===== config.mk =====
export PLATFORM = sky130hd
export DESIGN_NAME = cobs_crc32_frame_decoder_flat
export DESIGN_NICKNAME = d
export VERILOG_FILES = /design/src/rtl/ccfd_pkg.sv /design/src/rtl/ccfd_ifs.sv /design/src/rtl/cobs_crc32_frame_decoder.sv /design/src/rtl/ccfd_in_stage.sv /design/src/rtl/ccfd_decode.sv /design/src/rtl/ccfd_out_stage.sv /design/src/flat_wrapper.sv
export SDC_FILE = /design/constraint.sdc
export NUM_CORES = 1
export LEC_CHECK = 0
export BUFFER_PORTS_ARGS = -buffer_cell sky130_fd_sc_hd__buf_4
export CORE_UTILIZATION = 50
export DETAILED_ROUTE_END_ITERATION = 6
export GPL_TIMING_DRIVEN = 0
export PLACE_DENSITY = 0.78
export SKIP_LAST_GASP = 1
export SLEW_MARGIN = 20
export SYNTH_ARGS = -nofsm -noshare
export SYNTH_HDL_FRONTEND = slang
export SYNTH_SLANG_ARGS = --single-unit

===== constraint.sdc =====
create_clock -name clk -period 5.12 [get_ports clk]
set_clock_uncertainty 0.15 [all_clocks]
set_input_delay 0.768 -clock clk [delete_from_list [all_inputs] [get_ports clk]]
set_output_delay 0.768 -clock clk [all_outputs]
set_load 0.05 [all_outputs]

===== src/rtl/ccfd_pkg.sv =====
// Shared types, constants and the CRC byte step for the COBS/CRC-32 frame decoder.
`default_nettype none

package ccfd_pkg;

    localparam int unsigned BYTE_W   = 8;
    localparam int unsigned CNT_W    = 11;
    localparam int unsigned KIND_W   = 3;
    localparam int unsigned CRC_W    = 32;

    // Decoded bytes held back so the trailing CRC never reaches the output.
    localparam int unsigned CRC_BYTES = 4;

    // Size of the frame store on the far side; the length limit never exceeds it minus one.
    localparam int unsigned FRAME_BUFFER_BYTES = 2048;
    localparam int unsigned CNT_MAX            = (1 << CNT_W) - 1;
    localparam int unsigned FRAME_CAP_INT      =
        (FRAME_BUFFER_BYTES - 1 > CNT_MAX) ? CNT_MAX : FRAME_BUFFER_BYTES - 1;
    localparam logic [CNT_W-1:0] FRAME_CAP     = CNT_W'(FRAME_CAP_INT);
    localparam logic [CNT_W-1:0] MAXW_RESET    = CNT_W'(2047);
    localparam logic [CNT_W-1:0] CRC_BYTES_CNT = CNT_W'(CRC_BYTES);

    localparam logic [CRC_W-1:0]  CRC_POLY  = 32'hEDB8_8320;
    localparam logic [CRC_W-1:0]  CRC_INIT  = 32'hFFFF_FFFF;
    localparam logic [BYTE_W-1:0] CODE_LONG = 8'hFF;
    localparam logic [BYTE_W-1:0] DELIM     = 8'h00;

    localparam logic [KIND_W-1:0] KIND_PAYLOAD  = 3'd0;
    localparam logic [KIND_W-1:0] KIND_GOOD     = 3'd1;
    localparam logic [KIND_W-1:0] KIND_CRC_ERR  = 3'd2;
    localparam logic [KIND_W-1:0] KIND_EMPTY    = 3'd3;
    localparam logic [KIND_W-1:0] KIND_GARBAGE  = 3'd4;
    localparam logic [KIND_W-1:0] KIND_OVERFLOW = 3'd5;

    typedef struct packed {
        logic                valid;
        logic [KIND_W-1:0]   kind;
        logic [BYTE_W-1:0]   data_byte;
        logic [CNT_W-1:0]    payload_length;
    } ccfd_result_t;

    // Reflected CRC-32, one byte, LSB first.
    function automatic logic [CRC_W-1:0] crc32_byte(input logic [CRC_W-1:0] crc,
                                                    input logic [BYTE_W-1:0] b);
        logic [CRC_W-1:0] c;
        c = crc ^ {{(CRC_W-BYTE_W){1'b0}}, b};
        for (int k = 0; k < BYTE_W; k++)
        begin
            c = {1'b0, c[CRC_W-1:1]} ^ (c[0] ? CRC_POLY : {CRC_W{1'b0}});
        end
        return c;
    endfunction

endpackage

`default_nettype wire


===== src/rtl/ccfd_ifs.sv =====
// Valid/ready channel interfaces: received bytes, decoder results, limit register writes.
`default_nettype none

interface ccfd_rx_if;
    import ccfd_pkg::*;
    logic              valid;
    logic              ready;
    logic [BYTE_W-1:0] rx_byte;
    modport source (output valid, output rx_byte, input ready);
    modport sink   (input valid, input rx_byte, output ready);
endinterface

interface ccfd_res_if;
    import ccfd_pkg::*;
    logic              valid;
    logic              ready;
    logic [KIND_W-1:0] kind;
    logic [BYTE_W-1:0] data_byte;
    logic [CNT_W-1:0]  payload_length;
    modport source (output valid, output kind, output data_byte, output payload_length,
                    input ready);
    modport sink   (input valid, input kind, input data_byte, input payload_length,
                    output ready);
endinterface

interface ccfd_cfg_if;
    import ccfd_pkg::*;
    logic             valid;
    logic             ready;
    logic [CNT_W-1:0] max_written_bytes;
    modport source (output valid, output max_written_bytes, input ready);
    modport sink   (input valid, input max_written_bytes, output ready);
endinterface

`default_nettype wire


===== src/rtl/cobs_crc32_frame_decoder.sv =====
// Top level of the COBS frame decoder with CRC-32 check.
`default_nettype none

// COBS frame decoder with CRC-32 check. Raw link bytes enter on rx_in, one
// beat per byte; 0x00 delimits frames. Code and data bytes are decoded with
// the implied zeros restored (none after a 0xff block, none before the
// delimiter), run through a reflected CRC-32 (poly 0xEDB88320, init all ones,
// no final xor) and delayed four bytes, so the trailing CRC never appears on
// res_out. Each payload byte leaves as a beat of kind 0; each delimiter gives
// one status beat: good frame (with payload_length), CRC error, or empty
// frame. A zero inside a block gives a garbage abort; a nonzero byte once the
// decoded count reaches the limit gives an overflow abort, and that byte then
// opens a new frame. The limit is the smaller of the max_written_bytes
// register (reset 2047) and the frame buffer size minus one; write it on
// cfg_wr only while the decoder is idle. Throughput is one byte per clock
// while the sink does not stall: the whole COBS step and the byte-wide CRC
// update sit between the input register and the result register, which an
// accepted byte passes in turn. A stalled sink holds the result register;
// the input register still takes one more byte, then rx_in.ready drops.
module cobs_crc32_frame_decoder (
    input  wire logic  clk,
    input  wire logic  rst_n,
    ccfd_rx_if.sink    rx_in,
    ccfd_cfg_if.sink   cfg_wr,
    ccfd_res_if.source res_out
);
    import ccfd_pkg::*;

    logic [CNT_W-1:0]  max_written_reg;
    logic [CNT_W-1:0]  limit;
    logic              item_valid;
    logic [BYTE_W-1:0] item_byte;
    logic              out_busy;
    logic              fire;
    ccfd_result_t      res;

    // Limit register: always ready, one write per beat.
    assign cfg_wr.ready = 1'b1;

    always_ff @(posedge clk or negedge rst_n)
    begin
        if (!rst_n)
        begin
            max_written_reg <= MAXW_RESET;
        end
        else if (cfg_wr.valid)
        begin
            max_written_reg <= cfg_wr.max_written_bytes;
        end
    end

    // Clamp to the frame buffer size minus one.
    assign limit = (max_written_reg < FRAME_CAP) ? max_written_reg : FRAME_CAP;

    // Advance a byte whenever the result register is free or drains now.
    assign fire = item_valid && !out_busy;

    ccfd_in_stage u_in (
        .clk        (clk),
        .rst_n      (rst_n),
        .rx_in      (rx_in),
        .take       (fire),
        .item_valid (item_valid),
        .item_byte  (item_byte)
    );

    ccfd_decode u_dec (
        .clk       (clk),
        .rst_n     (rst_n),
        .fire      (fire),
        .item_byte (item_byte),
        .limit     (limit),
        .res       (res)
    );

    ccfd_out_stage u_out (
        .clk     (clk),
        .rst_n   (rst_n),
        .load    (fire),
        .res     (res),
        .busy    (out_busy),
        .res_out (res_out)
    );

`ifndef ASSERT_OFF
    a_data_only_on_payload: assert property (@(posedge clk) disable iff (!rst_n)
        (res_out.valid && res_out.kind != KIND_PAYLOAD) |-> res_out.data_byte == '0)
        else $error("data_byte set on a status beat");

    a_length_only_on_good: assert property (@(posedge clk) disable iff (!rst_n)
        (res_out.valid && res_out.kind != KIND_GOOD) |-> res_out.payload_length == '0)
        else $error("payload_length set on a non-good beat");

    a_no_advance_when_stalled: assert property (@(posedge clk) disable iff (!rst_n)
        (res_out.valid && !res_out.ready) |-> !fire)
        else $error("decode advanced over a held result");
`endif

endmodule

`default_nettype wire


===== src/rtl/ccfd_in_stage.sv =====
// Input register: holds one received byte until the decode step takes it.
`default_nettype none

module ccfd_in_stage (
    input  wire logic                   clk,
    input  wire logic                   rst_n,
    ccfd_rx_if.sink                     rx_in,
    input  wire logic                   take,
    output logic                        item_valid,
    output logic [ccfd_pkg::BYTE_W-1:0] item_byte
);
    import ccfd_pkg::*;

    logic              valid_reg;
    logic              valid_next;
    logic [BYTE_W-1:0] byte_reg;

    assign rx_in.ready = !valid_reg || take;
    assign valid_next  = (rx_in.valid && rx_in.ready) || (valid_reg && !take);

    always_ff @(posedge clk or negedge rst_n)
    begin
        if (!rst_n)
        begin
            valid_reg <= 1'b0;
        end
        else
        begin
            valid_reg <= valid_next;
        end
    end

    // Load a new beat whenever the slot is free or drains this cycle.
    always_ff @(posedge clk)
    begin
        if (rx_in.valid && rx_in.ready)
        begin
            byte_reg <= rx_in.rx_byte;
        end
    end

    assign item_valid = valid_reg;
    assign item_byte  = byte_reg;

endmodule

`default_nettype wire


===== src/rtl/ccfd_decode.sv =====
// COBS decode, CRC-32 update, tail delay and frame status, one byte per cycle on fire.
`default_nettype none

module ccfd_decode (
    input  wire logic                   clk,
    input  wire logic                   rst_n,
    input  wire logic                   fire,
    input  wire logic [ccfd_pkg::BYTE_W-1:0] item_byte,
    input  wire logic [ccfd_pkg::CNT_W-1:0]  limit,
    output ccfd_pkg::ccfd_result_t      res
);
    import ccfd_pkg::*;

    logic [BYTE_W-1:0] block_left_reg;
    logic [BYTE_W-1:0] block_left_next;
    logic [BYTE_W-1:0] last_code_reg;
    logic [BYTE_W-1:0] last_code_next;
    logic [CNT_W-1:0]  written_count_reg;
    logic [CNT_W-1:0]  written_count_next;
    logic [CRC_W-1:0]  running_crc_reg;
    logic [CRC_W-1:0]  running_crc_next;
    logic [BYTE_W-1:0] tail_reg [CRC_BYTES];

    logic              over;
    logic              do_push;
    logic [BYTE_W-1:0] push_byte;

    always_comb
    begin
        block_left_next    = block_left_reg;
        last_code_next     = last_code_reg;
        written_count_next = written_count_reg;
        running_crc_next   = running_crc_reg;
        do_push            = 1'b0;
        push_byte          = DELIM;
        res                = '0;

        over = (written_count_reg >= limit) && (item_byte != DELIM);

        if (over)
        begin
            // Abort, then take this byte as the first code of a new frame.
            res.valid          = 1'b1;
            res.kind           = KIND_OVERFLOW;
            written_count_next = '0;
            running_crc_next   = CRC_INIT;
            last_code_next     = item_byte;
            block_left_next    = item_byte - 8'd1;
        end
        else if (block_left_reg != '0)
        begin
            if (item_byte == DELIM)
            begin
                res.valid          = 1'b1;
                res.kind           = KIND_GARBAGE;
                block_left_next    = '0;
                last_code_next     = CODE_LONG;
                written_count_next = '0;
                running_crc_next   = CRC_INIT;
            end
            else
            begin
                do_push         = 1'b1;
                push_byte       = item_byte;
                block_left_next = block_left_reg - 8'd1;
            end
        end
        else if (item_byte == DELIM)
        begin
            res.valid = 1'b1;
            if (written_count_reg == '0 && last_code_reg == CODE_LONG)
            begin
                res.kind = KIND_EMPTY;
            end
            else if (written_count_reg >= CRC_BYTES_CNT && running_crc_reg == '0)
            begin
                res.kind           = KIND_GOOD;
                res.payload_length = written_count_reg - CRC_BYTES_CNT;
            end
            else
            begin
                res.kind = KIND_CRC_ERR;
            end
            block_left_next    = '0;
            last_code_next     = CODE_LONG;
            written_count_next = '0;
            running_crc_next   = CRC_INIT;
        end
        else
        begin
            // New code byte: the implied zero of a previous short block goes in first.
            do_push         = (last_code_reg != CODE_LONG);
            last_code_next  = item_byte;
            block_left_next = item_byte - 8'd1;
        end

        if (do_push)
        begin
            running_crc_next   = crc32_byte(running_crc_reg, push_byte);
            written_count_next = written_count_reg + CNT_W'(1);
            if (written_count_reg >= CRC_BYTES_CNT)
            begin
                res.valid     = 1'b1;
                res.kind      = KIND_PAYLOAD;
                res.data_byte = tail_reg[0];
            end
        end
    end

    always_ff @(posedge clk or negedge rst_n)
    begin
        if (!rst_n)
        begin
            block_left_reg    <= '0;
            last_code_reg     <= CODE_LONG;
            written_count_reg <= '0;
            running_crc_reg   <= CRC_INIT;
        end
        else if (fire)
        begin
            block_left_reg    <= block_left_next;
            last_code_reg     <= last_code_next;
            written_count_reg <= written_count_next;
            running_crc_reg   <= running_crc_next;
        end
    end

    // Tail delay: advance only on a decoded byte.
    always_ff @(posedge clk)
    begin
        if (fire && do_push)
        begin
            for (int k = 0; k < CRC_BYTES - 1; k++)
            begin
                tail_reg[k] <= tail_reg[k+1];
            end
            tail_reg[CRC_BYTES-1] <= push_byte;
        end
    end

`ifndef ASSERT_OFF
    a_block_below_code: assert property (@(posedge clk) disable iff (!rst_n)
        block_left_reg == '0 || block_left_reg < last_code_reg)
        else $error("block_left not below its code byte");

    a_restart_after_status: assert property (@(posedge clk) disable iff (!rst_n)
        (fire && res.valid && res.kind != KIND_PAYLOAD)
        |=> (written_count_reg == '0 && (running_crc_reg == CRC_INIT)))
        else $error("frame state not restarted after a status beat");

    a_block_counts_down: assert property (@(posedge clk) disable iff (!rst_n)
        (fire && !over && block_left_reg != '0 && item_byte != DELIM)
        |=> block_left_reg == $past(block_left_reg) - 8'd1)
        else $error("block countdown skipped");
`endif

endmodule

`default_nettype wire


===== src/rtl/ccfd_out_stage.sv =====
// Result register: holds one result beat until the sink takes it.
`default_nettype none

module ccfd_out_stage (
    input  wire logic              clk,
    input  wire logic              rst_n,
    input  wire logic              load,
    input  wire ccfd_pkg::ccfd_result_t res,
    output logic                   busy,
    ccfd_res_if.source             res_out
);
    import ccfd_pkg::*;

    logic              valid_reg;
    logic              valid_next;
    logic [KIND_W-1:0] kind_reg;
    logic [BYTE_W-1:0] data_reg;
    logic [CNT_W-1:0]  len_reg;

    assign busy = valid_reg && !res_out.ready;

    always_comb
    begin
        valid_next = valid_reg && !res_out.ready;
        if (load)
        begin
            valid_next = res.valid;
        end
    end

    always_ff @(posedge clk or negedge rst_n)
    begin
        if (!rst_n)
        begin
            valid_reg <= 1'b0;
        end
        else
        begin
            valid_reg <= valid_next;
        end
    end

    always_ff @(posedge clk)
    begin
        if (load)
        begin
            kind_reg <= res.kind;
            data_reg <= res.data_byte;
            len_reg  <= res.payload_length;
        end
    end

    assign res_out.valid          = valid_reg;
    assign res_out.kind           = kind_reg;
    assign res_out.data_byte      = data_reg;
    assign res_out.payload_length = len_reg;

endmodule

`default_nettype wire


===== src/flat_wrapper.sv =====
// flat-port wrapper written by rule: the top's interface ports become plain ports
module cobs_crc32_frame_decoder_flat import ccfd_pkg::*;
  (clk, rst_n, rx_in_valid, rx_in_rx_byte, rx_in_ready, cfg_wr_valid, cfg_wr_max_written_bytes, cfg_wr_ready, res_out_valid, res_out_kind, res_out_data_byte, res_out_payload_length, res_out_ready);
  ccfd_rx_if rx_in_i ();
  ccfd_cfg_if cfg_wr_i ();
  ccfd_res_if res_out_i ();
  input  wire logic clk;
  input  wire logic rst_n;
  input wire logic [$bits(rx_in_i.valid)-1:0] rx_in_valid;
  input wire logic [$bits(rx_in_i.rx_byte)-1:0] rx_in_rx_byte;
  output wire logic [$bits(rx_in_i.ready)-1:0] rx_in_ready;
  input wire logic [$bits(cfg_wr_i.valid)-1:0] cfg_wr_valid;
  input wire logic [$bits(cfg_wr_i.max_written_bytes)-1:0] cfg_wr_max_written_bytes;
  output wire logic [$bits(cfg_wr_i.ready)-1:0] cfg_wr_ready;
  output wire logic [$bits(res_out_i.valid)-1:0] res_out_valid;
  output wire logic [$bits(res_out_i.kind)-1:0] res_out_kind;
  output wire logic [$bits(res_out_i.data_byte)-1:0] res_out_data_byte;
  output wire logic [$bits(res_out_i.payload_length)-1:0] res_out_payload_length;
  input wire logic [$bits(res_out_i.ready)-1:0] res_out_ready;
  assign rx_in_i.valid = rx_in_valid;
  assign rx_in_i.rx_byte = rx_in_rx_byte;
  assign rx_in_ready = rx_in_i.ready;
  assign cfg_wr_i.valid = cfg_wr_valid;
  assign cfg_wr_i.max_written_bytes = cfg_wr_max_written_bytes;
  assign cfg_wr_ready = cfg_wr_i.ready;
  assign res_out_valid = res_out_i.valid;
  assign res_out_kind = res_out_i.kind;
  assign res_out_data_byte = res_out_i.data_byte;
  assign res_out_payload_length = res_out_i.payload_length;
  assign res_out_i.ready = res_out_ready;
  cobs_crc32_frame_decoder u_core (.clk(clk), .rst_n(rst_n), .rx_in(rx_in_i), .cfg_wr(cfg_wr_i), .res_out(res_out_i));
endmodule

; ---- Word-level counts from Yosys, hierarchy flattened
; Memory sizes are Yosys's and may differ from the RTL's.
; Cells that the tools add are included.
[totals]
reg_bits = 102
latchBits = 0
ramBits = 32
mem_bits_ro = 0
input_bits = 24
memories = 1
[memory_table]
columns = name, words, width, read_ports, rd_ports_with_merged_regs, wr, line_no
row1 = u_core.u_dec.tail_reg, 4, 8, 4, 0, 4, ccfd_decode.sv:22  ; logic [BYTE_W-1:0] tail_reg [CRC_BYTES];
[op_classes]
addsub = 4
n_mul = 0
div = 0
order_cmp = 3
n_eq_ne = 3
shifts = 0
n_mux = 41
n_bitwise = 11
reduce_logical = 24
[ops]
columns = operator, count
row1 = $mux 32, 11
row2 = $xor 31x32->32, 8
row3 = $mux 8, 11
row4 = $mux 11, 4
row5 = $logic_not 32->1, 1
row6 = $xor 32x8->32, 1
row7 = $mux 12, 2
row8 = $mux 4, 4
row9 = $reduce_bool 8->1, 2
row10 = $sub 8x1->8 const B, 2
row11 = $add 11x1->11 const B, 1
row12 = $ge 11x11->1, 1
row13 = $ge 11x3->1 const B, 1
row14 = $logic_not 11->1, 1
row15 = $lt 11x11->1 const B, 1
row16 = $sub 11x3->11 const B, 1
row17 = $eq 8x8->1 const B, 1
row18 = $logic_and 1x1->1, 8
row19 = $logic_not 8->1, 1
row20 = $ne 8x8->1 const B, 1
row21 = $mux 1, 7
row22 = $reduce_and 2->1, 3
row23 = $reduce_or 5->1, 1
row24 = $logic_not 1->1, 4
row25 = 5 further kinds, 8

; ---- Depth between registers and ports, before layout
; Gate-level depths: netlist of run 1.
[depth]
word_depth = 23
ltp_mapped = 13
ltp_nobuf = 13

; ---- Cells and area by module
; A second synthesis of run 1 with hierarchy kept.
[unflattened]
hier_cells = 576
area_unflattened_um2 = 6899.1
[by_module_without_submodules]
columns = module, n_inst, cells_per_inst, area_per_inst_um2
row1 = ccfd_decode, 1, 502, 5373.9
row2 = ccfd_out_stage, 1, 25, 710.7
row3 = cobs_crc32_frame_decoder, 1, 37, 520.5
row4 = ccfd_in_stage, 1, 12, 294.0

; ---- Least setup slack after synthesis of run 1
; Ideal clock, no wire load.
[synth_path]
kind = register to register
start = reg u_core.max_written_reg[2]
end = mem u_core.u_dec.tail_reg[0][0], enable pin
arrival_ps = 2977
setup_slack_ps = 1584
path_stages_with_launch = 12
period_less_slack_ps = 3536
path_cell_list = dfstp_2 > inv_1 > ha_1 > a21oi_1 > o21ai_0 > a21o_1 > nand2_1 > nand2_1 > nor2_1 > nand2_1 > inv_1 > buf_1
[synth_lines]
columns = element, line_no
row1 = from (decl), cobs_crc32_frame_decoder.sv:29  ; logic [CNT_W-1:0] max_written_reg;
row2 = from (signal assigned), cobs_crc32_frame_decoder.sv:48  ; max_written_reg <= cfg_wr.max_written_bytes;
row3 = to (decl), ccfd_decode.sv:22

; ---- Final worst setup path of run 1
[layout_path]
start = reg u_core.max_written_reg[6]
end = reg u_core.u_dec.running_crc_reg[20]
[layout_between]
elab_cells_between_ends = 25
[layout_lines]
columns = element, line_no
row1 = $lt 11x11->1, cobs_crc32_frame_decoder.sv:53  ; assign limit = (max_written_reg < FRAME_CAP) ? max_written_reg : FRAME_CAP;
row2 = $mux 11 (*), cobs_crc32_frame_decoder.sv:53
row3 = $ge 11x11->1 (*), ccfd_decode.sv:38  ; over = (written_count_reg >= limit) && (item_byte != DELIM);
row4 = $logic_and 1x1->1 (*), ccfd_decode.sv:38
row5 = $mux 8 (*), ccfd_decode.sv:40  ; if (over)
row6 = named net u_core.u_dec.push_byte[6], ccfd_decode.sv:26  ; logic [BYTE_W-1:0] push_byte;
row7 = $xor 32x8->32 (*), ccfd_pkg.sv:46  ; c = crc ^ {{(CRC_W-BYTE_W){1'b0}}, b};
row8 = $xor 31x32->32 (*) (6 in a row), ccfd_pkg.sv:49  ; c = {1'b0, c[CRC_W-1:1]} ^ (c[0] ? CRC_POLY : {CRC_W{1'b0}});
row9 = $mux 32 (*), ccfd_pkg.sv:49
row10 = $xor 31x32->32 (*) (2 in a row), ccfd_pkg.sv:49
row11 = $mux 32 (*), ccfd_decode.sv:97  ; if (do_push)
row12 = to (signal assigned), ccfd_decode.sv:124  ; running_crc_reg <= running_crc_next;
row13 = to (decl), ccfd_decode.sv:20  ; logic [CRC_W-1:0] running_crc_reg;
; Mark *: on every way through the listed nets, which the timed path passes. The rest lies on a longest branch.
; A chain may end at the register's enable or synchronous reset.

==> results by group, run 1 <==
Layout
  – Post-layout util: 60.7%
  – Most common cell after layout, fill and taps aside: nor2_1
  – Most frequent cells in the layout: nor2_1, edfxtp_1, xnor2_1
  – Filler Cell Count: 1036
  – Layout cells sized above 1: 23.0%
  – Area Growth Syn to Fin: 17.2%
  – Final net count: 724
  – Fin cells: 868
  – Antenna diode count: 0

Floorplanning
  – IO Pins: 49
  – Initial Utilization: 51.8%
  – Core ar.: 13300 um^2
  – Die width: 120 um
  – Die Ht: 120 um
  – Row cnt: 42
  – Die area: 14300 um^2

Job
  – Max_cap viols: 0

Routing
  – Routed Antenna Nets: 0
  – Residual DRC: 0
  – DR WL/cell: 16.7 um
  – Via count of the routed design: 4840
  – Vias/cell: 5.58
  – Initial DRC Count: 465
  – Drt first pass iters: 5
  – Final wirelength: 14.5 mm

Clocking
  – H-tree Lvls: 4
  – CTS tree: yes
  – # resized after CTS: 0
  – CTS sink count: 134
  – Root Driver: clkbuf_16
  – Postcts setup bufs: 0
  – Skew-Pair Late Insertion Delay: 0.42 ns
  – Register clock-pin slew on the reported worst setup and hold paths: 0.06 ns
  – Maximum root-to-sink buffer count: 2
  – Cts bufs inserted: 17
  – Post-CTS Hold Fix Bufs: 0

Placed design
  – Port-buffer cells: 47
  – Dpl hpwl: 10.2 mm
  – Placed Instances: 836
  – Gpl congestion: 0.875
  – Place WS: 1.15 ns

Timing
  – TNS Setup: 0 ns
  – Relative slew slack: 28.8%
  – Setup violations, final: 0
  – Count of pins over their slew limit: 0
  – RSZ-0062 raised after global routing: false
  – Period Utilization, post-route: 79.3%
  – Worst Max-Slew Pin Slew: 1.06 ns
  – Final Hold Fails: 0
  – Max Freq: 0.246 GHz
  – Final worst setup slack: 1.06 ns
  – Final Critical Period: 4.06 ns

Global routing
  – Global-route wire length before repair: 23.9 mm
  – GRT Total Usage: 22.0%
  – Largest net degree at the start of global routing: 73
  – Grt ovf: 0
  – Number of antenna violations at the first check in global routing: 0
  – Number of global-route vias before repair: 4939

Logic synthesis
  – Share of the synthesized area in the top cell type: 26.9%
  – Post-synth cell types: 59
  – Asr flop ratio synth: 53.7%
  – #FFs+latches synth: 134
  – Sequential area share after synthesis: 53.9%
  – Mapped cell area: 6910 um^2
  – Ys Warns: 0
  – Top cells by area, synth: edfxtp_1, dfstp_2, dfrtp_1
  – Cells after Synth: 612
  – Synthesized area per cell: 11.3 um^2
  – Number of synthesized flops with an enable pin: 62
  – Ys flop type: edfxtp_1
  – Syn Nets: 657
  – Largest area contributor in the netlist: edfxtp_1

Pwr
  – Leakage: 3.26 nW
  – Final Power: 6.09 mW
  – Worst VDD drop: 0.349 mV
  – Power Density: 753 nW/um^2

Worst setup path
  – CP Class: flip-flop to flip-flop
  – Crit-path max FO: 9
  – Crit. End Element: flip-flop
  – CP Data Arrival Time: 4.23 ns
  – CP required: 5.28 ns
  – Worst Setup Start Kind: flip-flop

Run status
  – Status: finished clean

Hold path
  – HP Class: flip-flop to flip-flop
## kinds of logic (layout without fill, tap and decap cells)
group,Yosys count,count (layout),synth area share (%)
and+or+nand+nor,200,200,14.7
DFF,134,134,53.9
other,1,1,0.0543
buffers and inverters,52,132,3.13
xor gates and xnor gates,102,102,14.8
AOI/OAI and AO/OA,96,96,8.71
adders and majority gates,21,21,3.80
muxes,6,6,0.887
## layer usage
metal | global-route usage (%) | part of all wire [%]
met5 | 0 | 0
met4 | 11.8 | 2.6
met2 | 37.4 | 51
met1 | 25.9 | 41
met3 | 4.99 | 5.0
## path summary, 6_finish.rpt
check	from	endpoint	slack (ns)	depth (start not counted)
hold reg to reg	u_core.u_dec.tail_reg[2][3]	u_core.u_dec.tail_reg[1][3]	0.27	0
hold / removal	u_core.u_dec.tail_reg[2][3]	u_core.u_dec.tail_reg[1][3]	0.27	0
setup reg to reg	u_core.max_written_reg[6]	u_core.u_dec.running_crc_reg[20]	1.06	12
setup / recovery	u_core.max_written_reg[6]	u_core.u_dec.running_crc_reg[20]	1.06	12
min in group asynchronous	rst_n	u_core.u_dec.block_left_reg[0]	0.36	1
max in group asynchronous	rst_n	u_core.u_dec.block_left_reg[6]	3.88	1
## critical path, stage by stage, from the launching register on
cell and delay, ns:
dfstp_2 0.51, inv_1 0.04, ha_1 0.30, a21oi_1 0.19, o221ai_1 0.21, or3_1 0.41
a211oi_1 0.45, xnor2_1 0.26, xor3_1 0.49, xor2_1 0.24, mux2i_1 0.11, a211o_1 0.30
a211oi_1 0.29
## metrics by stage
| stage | hold WS, ns | cell area (um^2) |
|---|---|---|
| after detailed placement | 0.255 | 7510 |
| after global routing | 0.270 | 8100 |
| after CTS | 0.268 | 8100 |
| after floorplan | 0.250 | 6910 |
| after global placement | 0.251 | 7480 |
| final | 0.267 | 8100 |
## final cells by class
type | instances | area (um^2) | share of cell area (%)
multi-input combinational | 426 | 2970 | 36.7
tap | 176 | 220 | 2.72
inverter | 27 | 101 | 1.25
clock buffer | 20 | 467 | 5.76
buffer | 25 | 116 | 1.44
clock inverter | 12 | 125 | 1.55
timing repair buffer | 48 | 373 | 4.60
sequential | 134 | 3730 | 46.0
## where the power goes
part	internal (mW)	switching (mW)	total, mW
Sequential	1.66	0.252	1.91
Clock	0.752	0.455	1.21
Combinational	1.28	1.70	2.98
Total	3.69	2.41	6.09
## Yosys cell counts (4+ instances only)
| cell type | n |
|---|---|
| nor2_1 | 71 |
| edfxtp_1 | 62 |
| xnor2_1 | 58 |
| dfstp_2 | 51 |
| nand2_1 | 44 |
| a21oi_1 | 41 |
| xor2_1 | 35 |
| inv_1 | 26 |
| o21ai_0 | 23 |
| dfrtp_1 | 21 |
| ha_1 | 21 |
| clkbuf_1 | 13 |
| and2_1 | 11 |
| nor3_1 | 11 |
| nor4_1 | 10 |
| o22a_1 | 10 |
| and3_1 | 7 |
| nand2b_1 | 7 |
| nand4_1 | 7 |
| nand3_1 | 6 |
| buf_2 | 5 |
| mux2i_1 | 5 |
| o22ai_1 | 5 |
| a211oi_1 | 4 |
| buf_1 | 4 |
| nand3b_1 | 4 |
| nor2b_1 | 4 |
| or4_1 | 4 |
| xnor2_4 | 4 |
(Power assumes the default switching activity.)
==> run 2: changes to the inputs <==
- PLACE_DENSITY: 0.78 -> 0.81
- clock period: 5.12 -> 3.5 ns (I/O delays scaled with it)
==> run 2 against run 1 <==
  * The run now ends with setup timing left
  * Non-clock buffer count increased by 31
  * Maximum frequency grew 13%
  * First-iteration DRC count up 34%
  * Global-route usage up 0.63 points
  * Core utilization grew 5.0 points
  * Clock power is 41% higher
  * Power rose by 64%
  * Count of clock-buffer cells in the layout is 1 higher
  * Flip-flop and latch count stayed put
  * Critical path type unchanged
  * Highest routed layer unchanged
==> results by group, run 2 (synthesis gave the netlist of run 1 again) <==
Clocking
  – H-tree Lvls: 4 (unchanged)
  – Register clock-pin slew on the reported worst setup and hold paths: 0.06 ns (about the same)
  – Cts bufs inserted: 17 (unchanged)
  – CTS sink count: 134 (unchanged)
  – Skew-Pair Late Insertion Delay: 0.43 ns (about the same)
  – Root Driver: clkbuf_16
  – Post-CTS Hold Fix Bufs: 0 (unchanged)
  – Maximum root-to-sink buffer count: 2 (unchanged)
  – CTS tree: yes

Floorplanning
  – Initial Utilization: 51.8% (unchanged)
  – Core ar.: 13300 um^2 (unchanged)
  – Row cnt: 42 (unchanged)
  – Die area: 14300 um^2 (unchanged)
  – IO Pins: 49 (unchanged)
  – Die width: 120 um (unchanged)
  – Die Ht: 120 um (unchanged)

Run status
  – Status: complete, but fails checks
  – Failing checks: setup timing

Worst setup path
  – CP Class: flip-flop to flip-flop
  – Crit. End Element: flip-flop
  – Crit-path max FO: 7 (-2)
  – Crit path from: u_core.max_written_reg[8]
  – CP Data Arrival Time: 3.79 ns (-0.44 ns)
  – Setup crit end: u_core.u_dec.running_crc_reg[20]
  – CP required: 3.69 ns (-1.59 ns)
  – FF-to-FF End: u_core.u_dec.running_crc_reg[20]
  – Reg-to-Reg Start: u_core.max_written_reg[8]
  – Reg2Reg Setup Slack: -0.09 ns (-1.15 ns)
  – Worst r2r path cells: 12 (unchanged)
  – Worst Setup Start Kind: flip-flop

Pwr
  – Combinational fraction of design power: 54.5% (+5.6 points)
  – Power Density: 1140 nW/um^2 (+52%)
  – Net Sw Power: 4.07 mW (+69%)
  – Final Power: 9.99 mW (+64%)
  – Flop pwr share: 28.3% (-3.0 points)
  – Switching Fraction: 40.8% (+1.3 points)
  – Clock share of power: 17.2% (-2.6 points)
  – Int Pwr: 5.92 mW (+61%)
  – Worst VDD drop: 0.585 mV (+68%)
  – Leakage: 3.50 nW (+7.5%)

Placed design
  – Placed Instances: 836 (unchanged)
  – Gpl congestion: 0.875 (about the same)
  – Port-buffer cells: 47 (unchanged)
  – Dpl hpwl: 9.98 mm (-2.0%)

Layout
  – Final net count: 755 (+4.3%)
  – Antenna diode count: 0 (unchanged)
  – Fin cells: 899 (+3.6%)
  – Layout cells sized above 1: 32.8% (+9.8 points)
  – Most common cell after layout, fill and taps aside: buf_4
  – Area Growth Syn to Fin: 26.8%
  – Most frequent cells in the layout: buf_4, nor2_1, edfxtp_1

Routing
  – Final wirelength: 16.4 mm (+13%)
  – Vias/cell: 5.71 (+2.4%)
  – Routed Antenna Nets: 0 (unchanged)
  – Drt first pass iters: 6 (+1)
  – Initial DRC Count: 623 (+34%)
  – DR WL/cell: 18.2 um (+9.2%)
  – Via count of the routed design: 5134 (+6.1%)
  – Residual DRC: 0 (unchanged)

Global routing
  – GRT Total Usage: 22.6% (+0.63 points)
  – Global-route wire length before repair: 24.5 mm (+2.3%)
  – Largest net degree at the start of global routing: 73 (unchanged)
  – Grt ovf: 0 (unchanged)
  – Number of antenna violations at the first check in global routing: 0 (unchanged)
  – Number of global-route vias before repair: 4871 (-1.4%)

Timing
  – Relative slew slack: 37.3% (+8.4 points)
  – RSZ-0062 raised after global routing: true
  – Worst Max-Slew Pin Slew: 0.940 ns (-0.121 ns)
  – Final worst setup slack: -0.0931 ns (-1.15 ns)
  – Count of pins over their slew limit: 0 (unchanged)
  – Final Hold Fails: 0 (unchanged)
  – Setup violations, final: 5 (+5)
  – Final Critical Period: 3.59 ns (-0.469 ns)
  – TNS Setup: -0.279 ns (-0.279 ns)
  – Max Freq: 0.278 GHz (+13%)
  – Period Utilization, post-route: 103% (+23 points)

Job
  – Max_cap viols: 0 (unchanged)

Hold path
  – HP Class: input port to async pin
## run 2: worst min path at each step
| stage | from | endpoint | slack (ns) |
|---|---|---|---|
| final | rst_n | u_core.u_in.item_valid | 0.11 |
| after global routing | rx_in_rx_byte[2] | u_core.u_in.item_byte[2] | 0.11 |
| after CTS | rx_in_rx_byte[6] | u_core.u_in.item_byte[6] | 0.11 |
| after detailed placement | u_core.u_dec.tail_reg[1][2] | u_core.u_dec.tail_reg[0][2] | 0.25 |
| after global placement | u_core.u_dec.tail_reg[1][5] | u_core.u_dec.tail_reg[0][5] | 0.25 |
| after floorplan | rst_n | u_core.u_dec.block_left_reg[0] | 0.08 |
## run 2: power groups by stage
stage / registers (mW) / clock network [mW] / logic (mW)
after global routing: 2.87 / 1.81 / 5.78
after floorplan: 2.92 / 0 / 3.22
after detailed placement: 2.80 / 0 / 4.26
after global placement: 2.78 / 0 / 4.12
final: 2.83 / 1.71 / 5.45
after CTS: 2.79 / 1.73 / 4.69
## run 2: area by class of cell
cell class                 count  area [um^2]
buffer                        24          120
clock buffer                  21          492
multi-input combinational    426         3360
timing repair buffer          80          656
clock inverter                11         87.6
sequential                   134         3730
inverter                      27          101
tap                          176          220
fill                         903         4580
## run 2: worst max-delay path: stages (launching register included)
cell and delay (ns):
dfstp_2 0.52, inv_1 0.08, ha_4 0.22, nand4_1 0.15, o221ai_4 0.16, or3_4 0.42
a21o_4 0.24, nor3_4 0.22, xor3_2 0.46, or4b_4 0.59, nor2_4 0.11, a211o_1 0.12
a211oi_2 0.07
## run 2: repair_timing
item                                    4_1_cts  5_1_grt
endpoints found under the setup margin       32       18
setup buffers                                18       14
pin swaps                                    14       25
resized for setup                            34       38
## run 2: through the flow
| stage | area [um^2] | worst slack [ns] | hold WS (ns) | utilization [%] |
|---|---|---|---|---|
| 3_3_place_gp | 7490 | -0.652 | 0.251 | 56.1 |
| 2_1_floorplan | 6920 | 0.0415 | 0.0794 | - |
| 5_1_grt | 8760 | -0.218 | 0.105 | 65.7 |
| 3_5_place_dp | 7510 | -0.462 | 0.255 | 56.2 |
| 4_1_cts | 8420 | 0.0162 | 0.112 | 63.1 |
| 6_report | 8760 | -0.0931 | 0.114 | 65.7 |
## run 2: layer usage
layer	part of all wire [%]	global-route usage, %
met5	0	0
met1	39	27.7
met4	3.9	9.45
met3	7.1	5.99
met2	50	37.9
